### src/rtl/core/cllm_pkg.sv
// shared field widths, operation codes and status codes of the linked list manager
package cllm_pkg;

  localparam int ModeBits   = 3;
  localparam int ListBits   = 4;
  localparam int FieldBits  = 16;
  localparam int StatusBits = 3;
  localparam int SlotBits   = 4;

  typedef enum logic [ModeBits-1:0] {
    MODE_CREATE = 3'd0,
    MODE_APPEND = 3'd1,
    MODE_SEARCH = 3'd2,
    MODE_INSERT = 3'd3,
    MODE_DELETE = 3'd4
  } mode_e;

  typedef enum logic [StatusBits-1:0] {
    ST_OK        = 3'd0,
    ST_FULL      = 3'd1,
    ST_NOT_FOUND = 3'd2,
    ST_NO_HEAD   = 3'd3,
    ST_BAD_LIST  = 3'd4
  } status_e;

endpackage

### src/rtl/core/cursor_linked_list_manager.sv
// cursor array linked lists with a free list, walked one slot per cycle
// a rejected item goes from decode straight to done; other items walk their list slot by slot,
//   and create first scans list numbers upward for the lowest unused head
// one item at a time: a new item is accepted only in idle, after the last result has left done
// reset: free list holds all slots, no list in use, slot store links restored by valid bits
//   (no clearing pass); result register empty
module cursor_linked_list_manager #(
  parameter int SLOTS      = 16,
  parameter int VALUE_BITS = 16
) (
  input  logic                             clk_i,
  input  logic                             rst_ni,
  input  logic                             in_valid_i,
  output logic                             in_ready_o,
  input  logic [cllm_pkg::ModeBits-1:0]    mode_i,
  input  logic [cllm_pkg::ListBits-1:0]    list_number_i,
  input  logic [cllm_pkg::FieldBits-1:0]   item_value_i,
  input  logic [cllm_pkg::FieldBits-1:0]   anchor_value_i,
  output logic                             out_valid_o,
  input  logic                             out_ready_i,
  output logic [cllm_pkg::StatusBits-1:0]  status_o,
  output logic [cllm_pkg::SlotBits-1:0]    slot_o,
  output logic [cllm_pkg::ListBits-1:0]    list_number_out_o
);

  localparam int HW = $clog2(SLOTS);
  localparam int LW = HW + 1;
  localparam logic [LW-1:0] NIL = LW'(SLOTS);

  localparam logic [3:0] S_IDLE  = 4'd0;
  localparam logic [3:0] S_DISP  = 4'd1;
  localparam logic [3:0] S_SCAN  = 4'd2;
  localparam logic [3:0] S_WALK  = 4'd3;
  localparam logic [3:0] S_TAKE  = 4'd4;
  localparam logic [3:0] S_LINK2 = 4'd5;
  localparam logic [3:0] S_DEL1  = 4'd6;
  localparam logic [3:0] S_DEL2  = 4'd7;
  localparam logic [3:0] S_DONE  = 4'd8;

  function automatic logic [LW-1:0] rst_link(logic [HW-1:0] i);
    logic [LW-1:0] e;
    e = {1'b0, i};
    if (e == LW'(SLOTS - 1)) return '0;
    else if (e == LW'(SLOTS - 2)) return NIL;
    else return e + 1'b1;
  endfunction

  logic [3:0] state_q, state_d;
  logic [cllm_pkg::ModeBits-1:0] mode_q;
  logic [cllm_pkg::ListBits-1:0] lst_q;
  logic [VALUE_BITS-1:0] v_q, a_q;
  logic [LW-1:0] hd_q, hd_d;
  logic [HW-1:0] cur_q, cur_d, prev_q, prev_d, y_q, y_d, scan_q, scan_d;
  logic [LW-1:0] nxt_q, nxt_d, cnt_q, cnt_d;
  logic [LW-1:0] free_q, free_d;
  logic [SLOTS-1:0] used_q, used_d;
  logic [SLOTS-1:0] link_wr_q;

  logic [cllm_pkg::StatusBits-1:0] res_st_q, res_st_d;
  logic [HW-1:0] res_slot_q, res_slot_d, res_lst_q, res_lst_d;
  logic out_valid_q;
  logic [cllm_pkg::StatusBits-1:0] status_q;
  logic [cllm_pkg::SlotBits-1:0] slot_q;
  logic [cllm_pkg::ListBits-1:0] lout_q;

  // slot store and head table
  logic [LW-1:0] link_mem [SLOTS];
  logic [VALUE_BITS-1:0] val_mem [SLOTS];
  logic [HW-1:0] head_mem [SLOTS];
  logic [LW-1:0] lnk_raw_q, lnk_rd;
  logic [VALUE_BITS-1:0] val_rd_q;
  logic [HW-1:0] hd_rd_q;
  logic [HW-1:0] addr_q, rd_addr, hd_raddr;
  logic wr_hit_q;

  logic lw_en, vw_en, hw_en;
  logic [HW-1:0] lw_addr, hw_addr, hw_data;
  logic [LW-1:0] lw_data;

  logic [HW-1:0] lst_idx;
  logic lst_ok, accept, out_free;
  logic [VALUE_BITS-1:0] key;
  logic nx_nil, walk_last, special;

  assign accept   = in_valid_i && in_ready_o;
  assign out_free = !out_valid_q || out_ready_i;
  assign lst_idx  = HW'(lst_q);
  assign lst_ok   = 32'(lst_q) < 32'(SLOTS);
  assign hd_raddr = (state_q == S_IDLE) ? HW'(list_number_i) : lst_idx;
  assign lnk_rd   = wr_hit_q ? lnk_raw_q : rst_link(addr_q);
  assign key      = (mode_q == cllm_pkg::MODE_INSERT) ? a_q : v_q;
  assign nx_nil   = lnk_rd >= NIL;
  assign walk_last = cnt_q == LW'(SLOTS - 1);
  assign special  = ({1'b0, cur_q} == hd_q) && (nxt_q >= NIL);

  always_ff @(posedge clk_i) begin
    if (lw_en) link_mem[lw_addr] <= lw_data;
    if (vw_en) val_mem[y_d] <= v_q;
    if (hw_en) head_mem[hw_addr] <= hw_data;
    lnk_raw_q <= link_mem[rd_addr];
    val_rd_q  <= val_mem[rd_addr];
    hd_rd_q   <= head_mem[hd_raddr];
    addr_q    <= rd_addr;
  end

  always_comb begin
    state_d    = state_q;
    hd_d       = hd_q;
    cur_d      = cur_q;
    prev_d     = prev_q;
    y_d        = y_q;
    scan_d     = scan_q;
    nxt_d      = nxt_q;
    cnt_d      = cnt_q;
    free_d     = free_q;
    used_d     = used_q;
    res_st_d   = res_st_q;
    res_slot_d = res_slot_q;
    res_lst_d  = res_lst_q;
    rd_addr    = free_q[HW-1:0];
    lw_en      = 1'b0;
    lw_addr    = cur_q;
    lw_data    = NIL;
    vw_en      = 1'b0;
    hw_en      = 1'b0;
    hw_addr    = lst_idx;
    hw_data    = y_q;

    case (state_q)
      S_IDLE: begin
        if (accept) state_d = S_DISP;
      end
      S_DISP: begin
        res_slot_d = '0;
        res_lst_d  = '0;
        res_st_d   = cllm_pkg::ST_OK;
        if (lst_q == '0) hd_d = free_q;
        else if (used_q[lst_idx]) hd_d = {1'b0, hd_rd_q};
        else hd_d = NIL;
        cur_d  = hd_d[HW-1:0];
        prev_d = hd_d[HW-1:0];
        cnt_d  = '0;
        scan_d = HW'(1);
        rd_addr = hd_d[HW-1:0];
        if (mode_q == cllm_pkg::MODE_CREATE) begin
          if (free_q >= NIL) begin
            res_st_d = cllm_pkg::ST_FULL;
            state_d  = S_DONE;
          end else begin
            state_d = S_SCAN;
          end
        end else if (mode_q > cllm_pkg::MODE_DELETE || !lst_ok) begin
          res_st_d = cllm_pkg::ST_BAD_LIST;
          state_d  = S_DONE;
        end else if (mode_q == cllm_pkg::MODE_SEARCH) begin
          if (hd_d >= NIL) begin
            res_st_d = cllm_pkg::ST_NOT_FOUND;
            state_d  = S_DONE;
          end else begin
            state_d = S_WALK;
          end
        end else if (lst_q == '0 || hd_d >= NIL) begin
          res_st_d = cllm_pkg::ST_BAD_LIST;
          state_d  = S_DONE;
        end else if (mode_q != cllm_pkg::MODE_DELETE && free_q >= NIL) begin
          res_st_d = cllm_pkg::ST_FULL;
          state_d  = S_DONE;
        end else begin
          state_d = S_WALK;
        end
      end
      S_SCAN: begin
        // lowest head with no list; read port keeps fetching the free head
        if (!used_q[scan_q]) begin
          state_d = S_TAKE;
        end else if ({1'b0, scan_q} == LW'(SLOTS - 1)) begin
          res_st_d = cllm_pkg::ST_NO_HEAD;
          state_d  = S_DONE;
        end else begin
          scan_d = scan_q + 1'b1;
        end
      end
      S_WALK: begin
        if (mode_q == cllm_pkg::MODE_APPEND) begin
          if (nx_nil) begin
            state_d = S_TAKE;
          end else if (walk_last) begin
            cur_d   = lnk_rd[HW-1:0];
            state_d = S_TAKE;
          end else begin
            cur_d   = lnk_rd[HW-1:0];
            rd_addr = lnk_rd[HW-1:0];
            cnt_d   = cnt_q + 1'b1;
          end
        end else if (val_rd_q == key) begin
          nxt_d = lnk_rd;
          if (mode_q == cllm_pkg::MODE_SEARCH) begin
            res_slot_d = cur_q;
            state_d    = S_DONE;
          end else if (mode_q == cllm_pkg::MODE_INSERT) begin
            state_d = S_TAKE;
          end else begin
            state_d = S_DEL1;
          end
        end else if (nx_nil || walk_last) begin
          res_st_d = cllm_pkg::ST_NOT_FOUND;
          state_d  = S_DONE;
        end else begin
          prev_d  = cur_q;
          cur_d   = lnk_rd[HW-1:0];
          rd_addr = lnk_rd[HW-1:0];
          cnt_d   = cnt_q + 1'b1;
        end
      end
      S_TAKE: begin
        // read data holds the link of the free head
        y_d        = free_q[HW-1:0];
        free_d     = lnk_rd;
        vw_en      = 1'b1;
        lw_en      = 1'b1;
        lw_addr    = y_d;
        res_slot_d = y_d;
        if (mode_q == cllm_pkg::MODE_CREATE) begin
          hw_en          = 1'b1;
          hw_addr        = scan_q;
          hw_data        = y_d;
          used_d[scan_q] = 1'b1;
          res_lst_d      = scan_q;
          state_d        = S_DONE;
        end else if (mode_q == cllm_pkg::MODE_INSERT && special) begin
          // lone anchor: new node goes in front of it
          lw_data = {1'b0, cur_q};
          hw_en   = 1'b1;
          hw_data = y_d;
          state_d = S_DONE;
        end else begin
          if (mode_q == cllm_pkg::MODE_INSERT) lw_data = nxt_q;
          state_d = S_LINK2;
        end
      end
      S_LINK2: begin
        lw_en   = 1'b1;
        lw_addr = cur_q;
        lw_data = {1'b0, y_q};
        state_d = S_DONE;
      end
      S_DEL1: begin
        if ({1'b0, cur_q} == hd_q) begin
          hw_en           = 1'b1;
          hw_data         = nxt_q[HW-1:0];
          used_d[lst_idx] = nxt_q < NIL;
        end else begin
          lw_en   = 1'b1;
          lw_addr = prev_q;
          lw_data = nxt_q;
        end
        state_d = S_DEL2;
      end
      S_DEL2: begin
        lw_en      = 1'b1;
        lw_addr    = cur_q;
        lw_data    = free_q;
        free_d     = {1'b0, cur_q};
        res_slot_d = cur_q;
        state_d    = S_DONE;
      end
      S_DONE: begin
        if (out_free) state_d = S_IDLE;
      end
      default: state_d = S_IDLE;
    endcase
  end

  always_ff @(posedge clk_i or negedge rst_ni) begin
    if (!rst_ni) begin
      state_q     <= S_IDLE;
      free_q      <= LW'(SLOTS - 1);
      used_q      <= '0;
      link_wr_q   <= '0;
      wr_hit_q    <= 1'b0;
      out_valid_q <= 1'b0;
    end else begin
      state_q  <= state_d;
      free_q   <= free_d;
      used_q   <= used_d;
      wr_hit_q <= link_wr_q[rd_addr];
      if (lw_en) link_wr_q[lw_addr] <= 1'b1;
      if (state_q == S_DONE && out_free) out_valid_q <= 1'b1;
      else if (out_ready_i) out_valid_q <= 1'b0;
    end
  end

  always_ff @(posedge clk_i) begin
    if (accept) begin
      mode_q <= mode_i;
      lst_q  <= list_number_i;
      v_q    <= VALUE_BITS'(item_value_i);
      a_q    <= VALUE_BITS'(anchor_value_i);
    end
    hd_q       <= hd_d;
    cur_q      <= cur_d;
    prev_q     <= prev_d;
    y_q        <= y_d;
    scan_q     <= scan_d;
    nxt_q      <= nxt_d;
    cnt_q      <= cnt_d;
    res_st_q   <= res_st_d;
    res_slot_q <= res_slot_d;
    res_lst_q  <= res_lst_d;
    if (state_q == S_DONE && out_free) begin
      status_q <= res_st_q;
      slot_q   <= (res_st_q == cllm_pkg::ST_OK) ? cllm_pkg::SlotBits'(res_slot_q) : '0;
      lout_q   <= (res_st_q == cllm_pkg::ST_OK) ? cllm_pkg::ListBits'(res_lst_q) : '0;
    end
  end

  assign in_ready_o        = state_q == S_IDLE;
  assign out_valid_o       = out_valid_q;
  assign status_o          = status_q;
  assign slot_o            = slot_q;
  assign list_number_out_o = lout_q;

  a_accept_busy: assert property (@(posedge clk_i) disable iff (!rst_ni)
    accept |=> state_q == S_DISP)
    else $error("accepted item did not start decode");

  a_free_range: assert property (@(posedge clk_i) disable iff (!rst_ni)
    free_q <= NIL)
    else $error("free head out of range");

  a_err_zero: assert property (@(posedge clk_i) disable iff (!rst_ni)
    out_valid_q && status_q != cllm_pkg::ST_OK |-> slot_q == '0 && lout_q == '0)
    else $error("failed item reports a slot");

  a_walk_bound: assert property (@(posedge clk_i) disable iff (!rst_ni)
    state_q == S_WALK |-> cnt_q < LW'(SLOTS))
    else $error("walk past slot count");

  a_done_hold: assert property (@(posedge clk_i) disable iff (!rst_ni)
    state_q == S_DONE && !out_free |=> state_q == S_DONE)
    else $error("result dropped while output busy");

endmodule
### config.mk
export PLATFORM = sky130hd
export DESIGN_NAME = cursor_linked_list_manager
export DESIGN_NICKNAME = d
export VERILOG_FILES = /design/src/rtl/core/cllm_pkg.sv /design/src/rtl/core/cursor_linked_list_manager.sv
export SDC_FILE = /design/constraint.sdc
export NUM_CORES = 1
export LEC_CHECK = 0
export BUFFER_PORTS_ARGS = -buffer_cell sky130_fd_sc_hd__buf_2
export CAP_MARGIN = 10
export CORE_UTILIZATION = 35
export DETAILED_ROUTE_END_ITERATION = 8
export PLACE_DENSITY_LB_ADDON = 0.25
export SETUP_SLACK_MARGIN = 0.15
export SYNTH_ARGS = -nofsm -noshare
export SYNTH_HDL_FRONTEND = slang
export SYNTH_SLANG_ARGS = --single-unit
### constraint.sdc
create_clock -name clk_i -period 7.8 [get_ports clk_i]
set_input_delay 0 -clock clk_i [delete_from_list [all_inputs] [get_ports clk_i]]
set_output_delay 0 -clock clk_i [all_outputs]
set_load 0.005 [all_outputs]
; ---- Yosys cells after proc, flatten, opt, wreduce, memory -nomap -nowiden
; Memories as Yosys holds them, arrays and structs flattened. A register that Yosys moved wholly into a read port is not among the register bits.
; Index checks and enable logic that the tools add are counted.
[totals]
register_bits = 139
output_inout_bits = 13
memories = 3
ram_bits = 400
mem_bits_ro = 0
latch_bits = 0
elab_cells = 238
[mem_list]
columns = memory, depth, width, read_ports, rd_clocked_by_memory_dff, write_ports, line_no
row1 = val_mem, 16, 16, 1, 1, 1, cursor_linked_list_manager.sv:68  ; logic [VALUE_BITS-1:0] val_mem [SLOTS];
row2 = link_mem, 16, 5, 1, 1, 1, cursor_linked_list_manager.sv:67  ; logic [LW-1:0] link_mem [SLOTS];
row3 = head_mem, 16, 4, 1, 1, 1, cursor_linked_list_manager.sv:69  ; logic [HW-1:0] head_mem [SLOTS];
[classes]
magnitude_cmp = 13
mul = 0
n_eq_ne = 38
div = 0
add_sub_neg = 3
n_reduce_logical = 36
shifts = 0
bitwise_logic = 3
mux = 118
[ops]
columns = cell, count
row1 = $mux 4, 45
row2 = $mux 5, 15
row3 = $pmux 4 s2, 7
row4 = $mux 16, 3
row5 = $or 16x16->16, 2
row6 = $pmux 16 s2, 1
row7 = $pmux 4 s8, 1
row8 = $mux 3, 9
row9 = $ne 2x2->1 const B, 12
row10 = $mux 1, 21
row11 = $ge 5x5->1 const B, 4
row12 = $lt 4x5->1 const B, 4
row13 = $pmux 5 s2, 2
row14 = $pmux 5 s4, 1
row15 = $ne 3x3->1 const B, 6
row16 = $bwmux 16, 1
row17 = $eq 16x16->1, 1
row18 = $eq 4x3->1 const B, 4
row19 = $eq 4x4->1 const B, 4
row20 = $pmux 4 s4, 1
row21 = $bmux 1 s4, 3
row22 = $demux 1 s4, 3
row23 = $ge 4x1->1 const B, 3
row24 = $reduce_and 4->1, 3
row25 = other kinds (31), 55

; ---- Depth between registers and ports, before layout
; Gate-level depths: netlist of the first run.
[logic_depth]
depth_word = 12
ltp_mapped = 14
depth_no_buf = 12

; ---- Worst setup path before layout of the first run
; No wires, ideal clock.
[synth_path]
kind = register to register
startpoint = reg state_q[1]
endpoint = reg hd_rd_q[1], read port of head_mem
path_slack_ns = 4.245
stages_incl_launch_ff = 8
arrival_ns = 3.414
path_cell_list = dfrtp_1 -> clkbuf_1 -> nor4_2 -> mux2i_1 -> clkbuf_1 -> mux4_2 -> a211oi_1 -> a21oi_1
[synth_between]
elab_chain_cells = 2
[synth_lines]
columns = element, line_no
row1 = from (decl), cursor_linked_list_manager.sv:48  ; logic [3:0] state_q, state_d;
row2 = from (signal assigned), cursor_linked_list_manager.sv:283  ; state_q <= state_d;
row3 = $logic_not 4->1, n/a
row4 = net in_ready_o, cursor_linked_list_manager.sv:14  ; output logic in_ready_o,
row5 = $mux 4, cursor_linked_list_manager.sv:89  ; assign hd_raddr = (state_q == S_IDLE) ? HW'(list_number_i) : lst_idx;
row6 = to (decl), cursor_linked_list_manager.sv:72  ; logic [HW-1:0] hd_rd_q;
; The timed path passes the listed nets, and every way through them passes these cells.
; A chain may end at the register's enable or synchronous reset.

; ---- Final worst setup path of the first run
[layout_path]
startpoint = reg mode_q[0] (netlist bit)
endpoint = reg wr_hit_q
[layout_between]
elab_chain_cells = 8
[layout_lines]
columns = element, line_no
row1 = from (decl), cursor_linked_list_manager.sv:49  ; logic [cllm_pkg::ModeBits-1:0] mode_q;
row2 = from (signal assigned), cursor_linked_list_manager.sv:295  ; mode_q <= mode_i;
row3 = $eq 3x2->1, cursor_linked_list_manager.sv:91  ; assign key = (mode_q == cllm_pkg::MODE_INSERT) ? a_q : v_q;
row4 = $mux 16, cursor_linked_list_manager.sv:91
row5 = $eq 16x16->1, cursor_linked_list_manager.sv:195  ; end else if (val_rd_q == key) begin
row6 = $mux 4, cursor_linked_list_manager.sv:195
row7 = $mux 4 *, cursor_linked_list_manager.sv:184  ; if (mode_q == cllm_pkg::MODE_APPEND) begin
row8 = $pmux 4 s2 *, cursor_linked_list_manager.sv:129  ; case (state_q)
row9 = $bmux 1 s4 *, cursor_linked_list_manager.sv:286  ; wr_hit_q <= link_wr_q[rd_addr];
row10 = $mux 1 (implied by the code) *, cursor_linked_list_manager.sv:286
row11 = to (signal assigned), cursor_linked_list_manager.sv:286
row12 = to (decl), cursor_linked_list_manager.sv:74  ; logic wr_hit_q;
; Every way passes the cells marked *; elsewhere a longest branch is shown, timed or not. The select of a mux whose other input is x is not followed.

==> results of run 1 <==
-- logic make-up after synthesis --
group,count (synthesis)
adders and majority gates,8
AOI/OAI and AO/OA,226
DFF,564
buffers and inverters,107
and+or+nand+nor,374
xor gates and xnor gates,22
muxes,135
-- state kept, by name, summed over array words and instances (netlist names), 5 cells and up --
register / cells
head_mem: 64
val_rd_q: 16
link_mem: 80
used_q: 16
free_q: 5
val_mem: 256
link_wr_q: 16
lnk_raw_q: 5
v_q: 16
nxt_q: 5
cnt_q: 5
hd_q: 5
a_q: 16
-- power breakdown --
group | leakage (nW) | switching, W | internal (W)
logic | 2.99 | 0.00144 | 0.00110
registers | 5.21 | 0.000336 | 0.00373
clock network | 0.917 | 0.00115 | 0.00161
total | 9.11 | 0.00292 | 0.00644
-- cells in the mapped netlist (3+ instances only) --
cell type  instances
a211oi_1           6
a21oi_1           75
a221o_1            5
a221oi_1           5
a222oi_1           5
a22oi_1           53
a31oi_1            6
and2_1            15
and3_1             7
buf_1              4
buf_2              9
buf_6              9
clkbuf_1          50
dfrtp_1           39
dfstp_2            4
dfxtp_1           33
edfxtp_1         488
ha_1               8
inv_1             33
mux2i_1           22
mux4_1             4
mux4_2           108
nand2_1          110
nand2b_1          12
nand3_1           27
nand3b_1           6
nor2_1           121
nor2b_1           18
nor3_1            20
nor4_1             3
o211ai_1           3
o21a_1             4
o21ai_0           25
o21bai_1           3
o22ai_1            8
o31ai_1            7
or2_2             20
xnor2_1            7
xor2_1            15
-- worst min-delay path by stage --
stage,to,cells past startpoint
after floorplan,free_q[4]$_DFFE_PN0P_,0
after global placement,used_q[5]$_DFFE_PN0P_,2
after detailed placement,used_q[6]$_DFFE_PN0P_,2
after CTS,used_q[9]$_DFFE_PN0P_,3
after global routing,a_q[14]$_DFFE_PP_,2
final,out_valid_o$_DFFE_PN0P_,3
-- placed cells by master (no fill, tap or decap), types with 15 or more instances in the layout --
master,count
o21ai_0,22
clkbuf_1,16
nor2_1,106
edfxtp_1,488
nor3_1,16
dfxtp_1,33
buf_2,55
nand2_1,110
mux4_2,108
nor2b_1,18
buf_4,36
xor2_1,15
mux2i_1,21
dfrtp_1,39
nand3_1,27
dlygate4sd3_1,42
clkbuf_16,56
a21oi_1,75
a22oi_1,53
inv_1,33
or2_2,20
-- per-stage QoR --
step / worst slack [ps] / area [um^2] / hold WS [ps] / util / power [W]
after CTS: 2839 / 26910 / 26.13 / 0.4092 / 0.009464
after floorplan: 4245 / 23250 / -295.6 / - / 0.005888
final: 2839 / 26910 / 19.72 / 0.4092 / 0.009361
after detailed placement: 2920 / 24600 / 166.8 / 0.3742 / 0.006682
after global placement: 3015 / 24600 / 158.4 / 0.3742 / 0.006656
after global routing: 2551 / 26910 / 57.57 / 0.4092 / 0.009776
-- cell type report --
class | count | area [um^2]
clock inverters | 27 | 352.8
clock buffers | 77 | 1530
fillers | 5888 | 38840
multi-input cells | 765 | 6436
repair buffers | 134 | 985.9
inverters | 33 | 123.9
well taps | 864 | 1081
flip-flops and latches | 564 | 16400
-- tightest hold or removal path, cell delays in order --
cell           delay (ps)
dlygate4sd3_1         520
buf_2                  90
buf_4                 500
-- metal layers --
layer	global-route usage	vias to the layer above	part of all wire
met5	0	-	0
met4	0.06193	0	0.030
met3	0.02407	100	0.052
met2	0.2747	415	0.49
met1	0.2342	6743	0.43
li1	-	5838	-
-- repair_timing --
action,4_1_cts,5_1_grt
buffers inserted,0,0
hold buffers,42,0
resized for setup,0,0
setup endpoints to repair,0,0
endpoints found under the hold margin,90,0
==> reports/metrics.yaml, run 1 <==
outcome: "complete, no violations"
end_kind: "register"
layout.nets: 1605
fp.coreArea_um2: 65750
cp_num_cells: 12
clock.fmax_ghz: 0.2016
num_vias: 13096
rows: 94
grt_max_degree: 90
fin_setup_tns_ps: 0
seq_area_frac_synth: 0.7052
hp-class: "in -> async"
clock_path_buffers: 3
crit_buf_inv: 2
yosys_warnings: 0
rr_startpoint: "mode_q[0]$_DFFE_PP_"
cts_max_level: 2
die_y_um: 259.7
drc: 0
gr-total-overflow: 0
crit_path_frequent_cell: "buf_4"
reg2reg_depth: 12
ys_ff_latch: 564
layoutNonFillerInstCount: 2464
synth_top_area_cell: "edfxtp_1"
cpPeakStageDelay_ps: 880
r2r_end: "wr_hit_q$_DFF_PN0_"
clk_pin_slew_worst_paths_ps: 60
ys_top_cells_by_area: "edfxtp_1, mux4_2, dfrtp_1"
ir_drop_uv: 266.5
num_antenna_cells: 0
dr.pass1.iters: 5
ys.flop_type: "edfxtp_1"
synth_cells: 1436
cp_top_family: "simple AND/OR/NAND/NOR gates"
clock-sinks: 564
worstMarginPinSlew_ps: 1121
cp-endpoint: "wr_hit_q$_DFF_PN0_"
post_drt_wl_per_cell_um: 23.20
avgSynthCellArea_um2: 16.19
place_congestion: 0.8840
fin_crit_sh: 0.6360
dp_hpwl_um: 35300
fin_crit_ps: 4961
slowest_stage: "nor3_1"
vias_per_cell: 5.315
first_iter_violations: 1137
cts_tree: "built"
synthSimpleGateAreaFrac: 0.07642
slew_viol_final: 0
maxCapViolCount: 0
synth_fp_nets: 1487
numCtsBuffers: 56
drive_gt1_frac: 0.2131
crit_path_start_kind: "register"
setup_violations: 0
worstSetupStartpoint: "mode_q[0]$_DFFE_PP_"
fp.dieW_um: 259.7
antenna_found_initial: 0
finClkSkew_ps: 43.27
synth_top_family_by_area: "multiplexers"
area_growth_syn_to_layout_pct: 15.73
routed_wl_um: 57170
max-slew-margin-rel: 0.2467
grt_usage: 0.1702
required_ps: 8270
rsz0062_at_grt: "false"
ys_async_sr_fraction: 0.07624
worstPathArrival_ps: 5430
rrSetupSlack_ps: 2840
grt_pass1_wl_um: 85280
grt_pass1_vias: 13233
synth_xor_area_frac: 0.008288
synth_mux_area_frac: 0.1191
numPortBuffers: 55
initial_core_util: 0.3536
leakage_nw: 9.114
ys_types: 71
num_io_pins: 56
die_area_um2: 67460
clkLatencyLatePin_ps: 630
root_buffer: "clkbuf_16"
synth_top_area_share: 0.6303
synth_edf_count: 488
synth_compound_area_frac: 0.06480
syn_area_um2: 23250
synth_fa_ha_area_frac: 0.004305
power.density_nw_per_um2: 347.9
worst-path-max-fanout: 53
placed_cells: 2318
hold_viol: 0
crit_type: "reg -> reg"
crit_chain: "and3b_1 -> o221ai_1 -> o22ai_1 -> and4b_2 -> nand3_1 -> nor3_1 -> a221oi_4 -> buf_4 -> buf_4 -> mux4_2 -> a22oi_1 -> nand2_1"
antenna_left: 0
No activity file was read; power rests on OpenSTA's default activity.
==> run 2, diff against run 1 <==
Settings changed: ABC_AREA from default to 1.
Clock period 7.8 ns to 4.5 ns, I/O delays scaled along.
==> run 2 against run 1 <==
Against the previous run:
- clock power rose by 100%
- via count rose by 41%
- critical path type unchanged
- core utilization rose by 0.47 points
- critical path depth rose by 9
- largest cell class unchanged
- flip-flop and latch count did not move
- sequential share of layout area fell by 5.8 points
- synthesized cell count rose by 77%
- critical endpoint is now val_rd_q[0]$_DFF_P_
- fmax rose by 34%
- die area rose by 9.7%
- first-iteration DRC count rose by 50%
- global-route usage rose by 1.8 points
==> reports/metrics.yaml, run 2 <==
outcome: "complete, no violations"
antenna_found_initial: 0
worstMarginPinSlew_ps: 1239
clk_pin_slew_worst_paths_ps: 60
fin_hold_ws_ps: 32.59
post_drt_wl_per_cell_um: 19.15
seq_area_frac_synth: 0.6422
end_kind: "register"
die_area_um2: 74030
numPortBuffers: 55
finClkSkew_ps: 23.04
avgSynthCellArea_um2: 10.06
cts_max_level: 3
largest_register_ffs: 256
synth.most_common_cell: "edfxtp_1"
vias_per_cell: 5.049
fin_setup_tns_ps: 0
setup_violations: 0
grt_usage: 0.1886
max-slew-margin-rel: 0.1689
drc: 0
hp-class: "in -> async"
gr-total-overflow: 0
total_power_w: 0.02020
clkLatencyLatePin_ps: 610
switching_share: 0.3989
num_vias: 18403
final_common_cell: "edfxtp_1"
rr_startpoint: "mode_q[2]$_DFFE_PP_"
power_switching_w: 0.008059
ys_top_cells_by_area: "edfxtp_1, nand3_1, inv_1"
layout.nets: 2692
crit_path_start_kind: "register"
clock_path_buffers: 3
place_congestion: 0.9288
grt_pass1_vias: 17753
clock.fmax_ghz: 0.2704
r2r_end: "val_rd_q[0]$_DFF_P_"
root_buffer: "clkbuf_16"
rrSetupSlack_ps: 800
reg_top3: "val_mem: 256 flops, link_mem: 80 flops, head_mem: 64 flops"
cts_tree: "built"
area_growth_syn_to_layout_pct: 16.49
synth_fp_nets: 2589
cp-endpoint: "val_rd_q[0]$_DFF_P_"
syn_area_um2: 25530
synth_edf_count: 488
fin_crit_sh: 0.8220
routed_wl_um: 69810
num_antenna_cells: 0
dp_hpwl_um: 42770
grt_pass1_wl_um: 106500
required_ps: 4990
worstPathArrival_ps: 4190
hold_viol: 0
fin_crit_ps: 3699
leakage_nw: 12.12
cts.repair.resized: 0
power.density_nw_per_um2: 679.4
numCtsBuffers: 66
fp.dieW_um: 272.1
ys_ff_latch: 564
n_fill_cell: 6906
antenna_left: 0
synth_top_area_share: 0.5740
ys.flop_type: "edfxtp_1"
worst-path-max-fanout: 27
reg2reg_depth: 21
synth_commonest_cells: "edfxtp_1, nand3_1, inv_1"
slew_viol_final: 0
drive_gt1_frac: 0.09314
synth_top_area_cell: "edfxtp_1"
clock-sinks: 564
rows: 98
seqPwrFrac: 0.353
dr.pass1.iters: 6
final_cell_mix: "edfxtp_1, nand3_1, inv_1"
rsz0062_at_grt: "false"
ys_async_sr_fraction: 0.07624
ir_drop_uv: 598.4
ys_types: 44
first_iter_violations: 1708
die_y_um: 272.1
initial_core_util: 0.3553
clockPowerShare: 0.275
grt_max_degree: 129
maxCapViolCount: 0
synth_cells: 2538
fp.coreArea_um2: 71850
crit_type: "reg -> reg"
num_io_pins: 56
yosys_warnings: 0
regMostFlops: "val_mem"
worstSetupStartpoint: "mode_q[2]$_DFFE_PP_"
p_int_w: 0.01215
p_comb_frac: 0.372
==> run 2: worst min path at each step <==
stage / startpoint / endpoint / slack (ps) / cells past startpoint
floorplan: rst_ni / free_q[4]$_DFFE_PN0P_ / -300 / 0
global placement: rst_ni / used_q[10]$_DFFE_PN0P_ / 130 / 2
detailed placement: rst_ni / used_q[10]$_DFFE_PN0P_ / 150 / 2
CTS: rst_ni / used_q[2]$_DFFE_PN0P_ / 30 / 3
global route: rst_ni / used_q[2]$_DFFE_PN0P_ / 80 / 3
finish: rst_ni / used_q[2]$_DFFE_PN0P_ / 30 / 3
==> run 2: cell type report <==
| class | count | area (um^2) | area share |
|---|---|---|---|
| Inverter | 437 | 1640 | 0.05515 |
| Clock inverter | 39 | 417.9 | 0.01405 |
| Multi-Input combinational cell | 1424 | 7082 | 0.2381 |
| Tap cell | 950 | 1189 | 0.03997 |
| Sequential cell | 564 | 16400 | 0.5513 |
| Timing Repair Buffer | 148 | 1154 | 0.03879 |
| Clock buffer | 83 | 1863 | 0.06264 |
==> run 2: repair_timing <==
item | in CTS | in global routing
endpoints found under the setup margin | 0 | 0
setup buffers | 0 | 0
endpoints found under the hold margin | 87 | 0
hold buffers | 42 | 0
==> run 2: cell families after synthesis <==
family                   count (synthesis)  synth area share
AO/OA/AOI/OAI                          243           0.05660
XOR/XNOR                                 4          0.001372
adder cells (fa/ha/maj)                  8          0.003921
buffers and inverters                  550           0.08630
flip-flops                             564            0.6422
AND/OR/NAND/NOR                       1169            0.2096
==> run 2: stage by stage <==
step                      area [um^2]  utilization  cells  setup slack [ps]
final                           29740       0.4139   3645             801.2
after global routing            29740       0.4139   3645             531.8
after CTS                       29740       0.4139   3645             781.1
after detailed placement        27040       0.3763   3481             816.7
after global placement          27040       0.3763   3481             952.8
after floorplan                 25530            -   2538              1376
==> run 2: routing by layer <==
layer / track usage / part of all wire / routed length (um)
met5: 0 / 0 / 0
met4: 0.05559 / 0.021 / 1476
met3: 0.04011 / 0.069 / 4849
met2: 0.2989 / 0.46 / 32050
met1: 0.2594 / 0.45 / 31440
==> run 2: power by group through the flow <==
| stage | combinational, W | sequential (W) | clock [W] |
|---|---|---|---|
| after floorplan | 0.00522 | 0.00703 | 0 |
| after global placement | 0.00740 | 0.00721 | 0 |
| after detailed placement | 0.00746 | 0.00721 | 0 |
| after CTS | 0.00750 | 0.00711 | 0.00568 |
| after global routing | 0.00834 | 0.00718 | 0.00590 |
| final | 0.00752 | 0.00712 | 0.00556 |
==> run 2: critical path, stage by stage, from the launching register on <==
cell      delay [ps]
edfxtp_1         470
inv_1            150
nand3_1          100
buf_4            310
nand2_1          130
nand2_1           80
nand2_1           50
nand2_1           80
inv_1             40
nor2_1           110
nand2_1           80
nor2_2           200
nand3_1          120
nand2_2          120
a21oi_1           70
o21ai_0          210
nand2_1          160
o21ai_4          400
buf_4            420
nand3_1          130
nand3_1           80
nand2_1           70
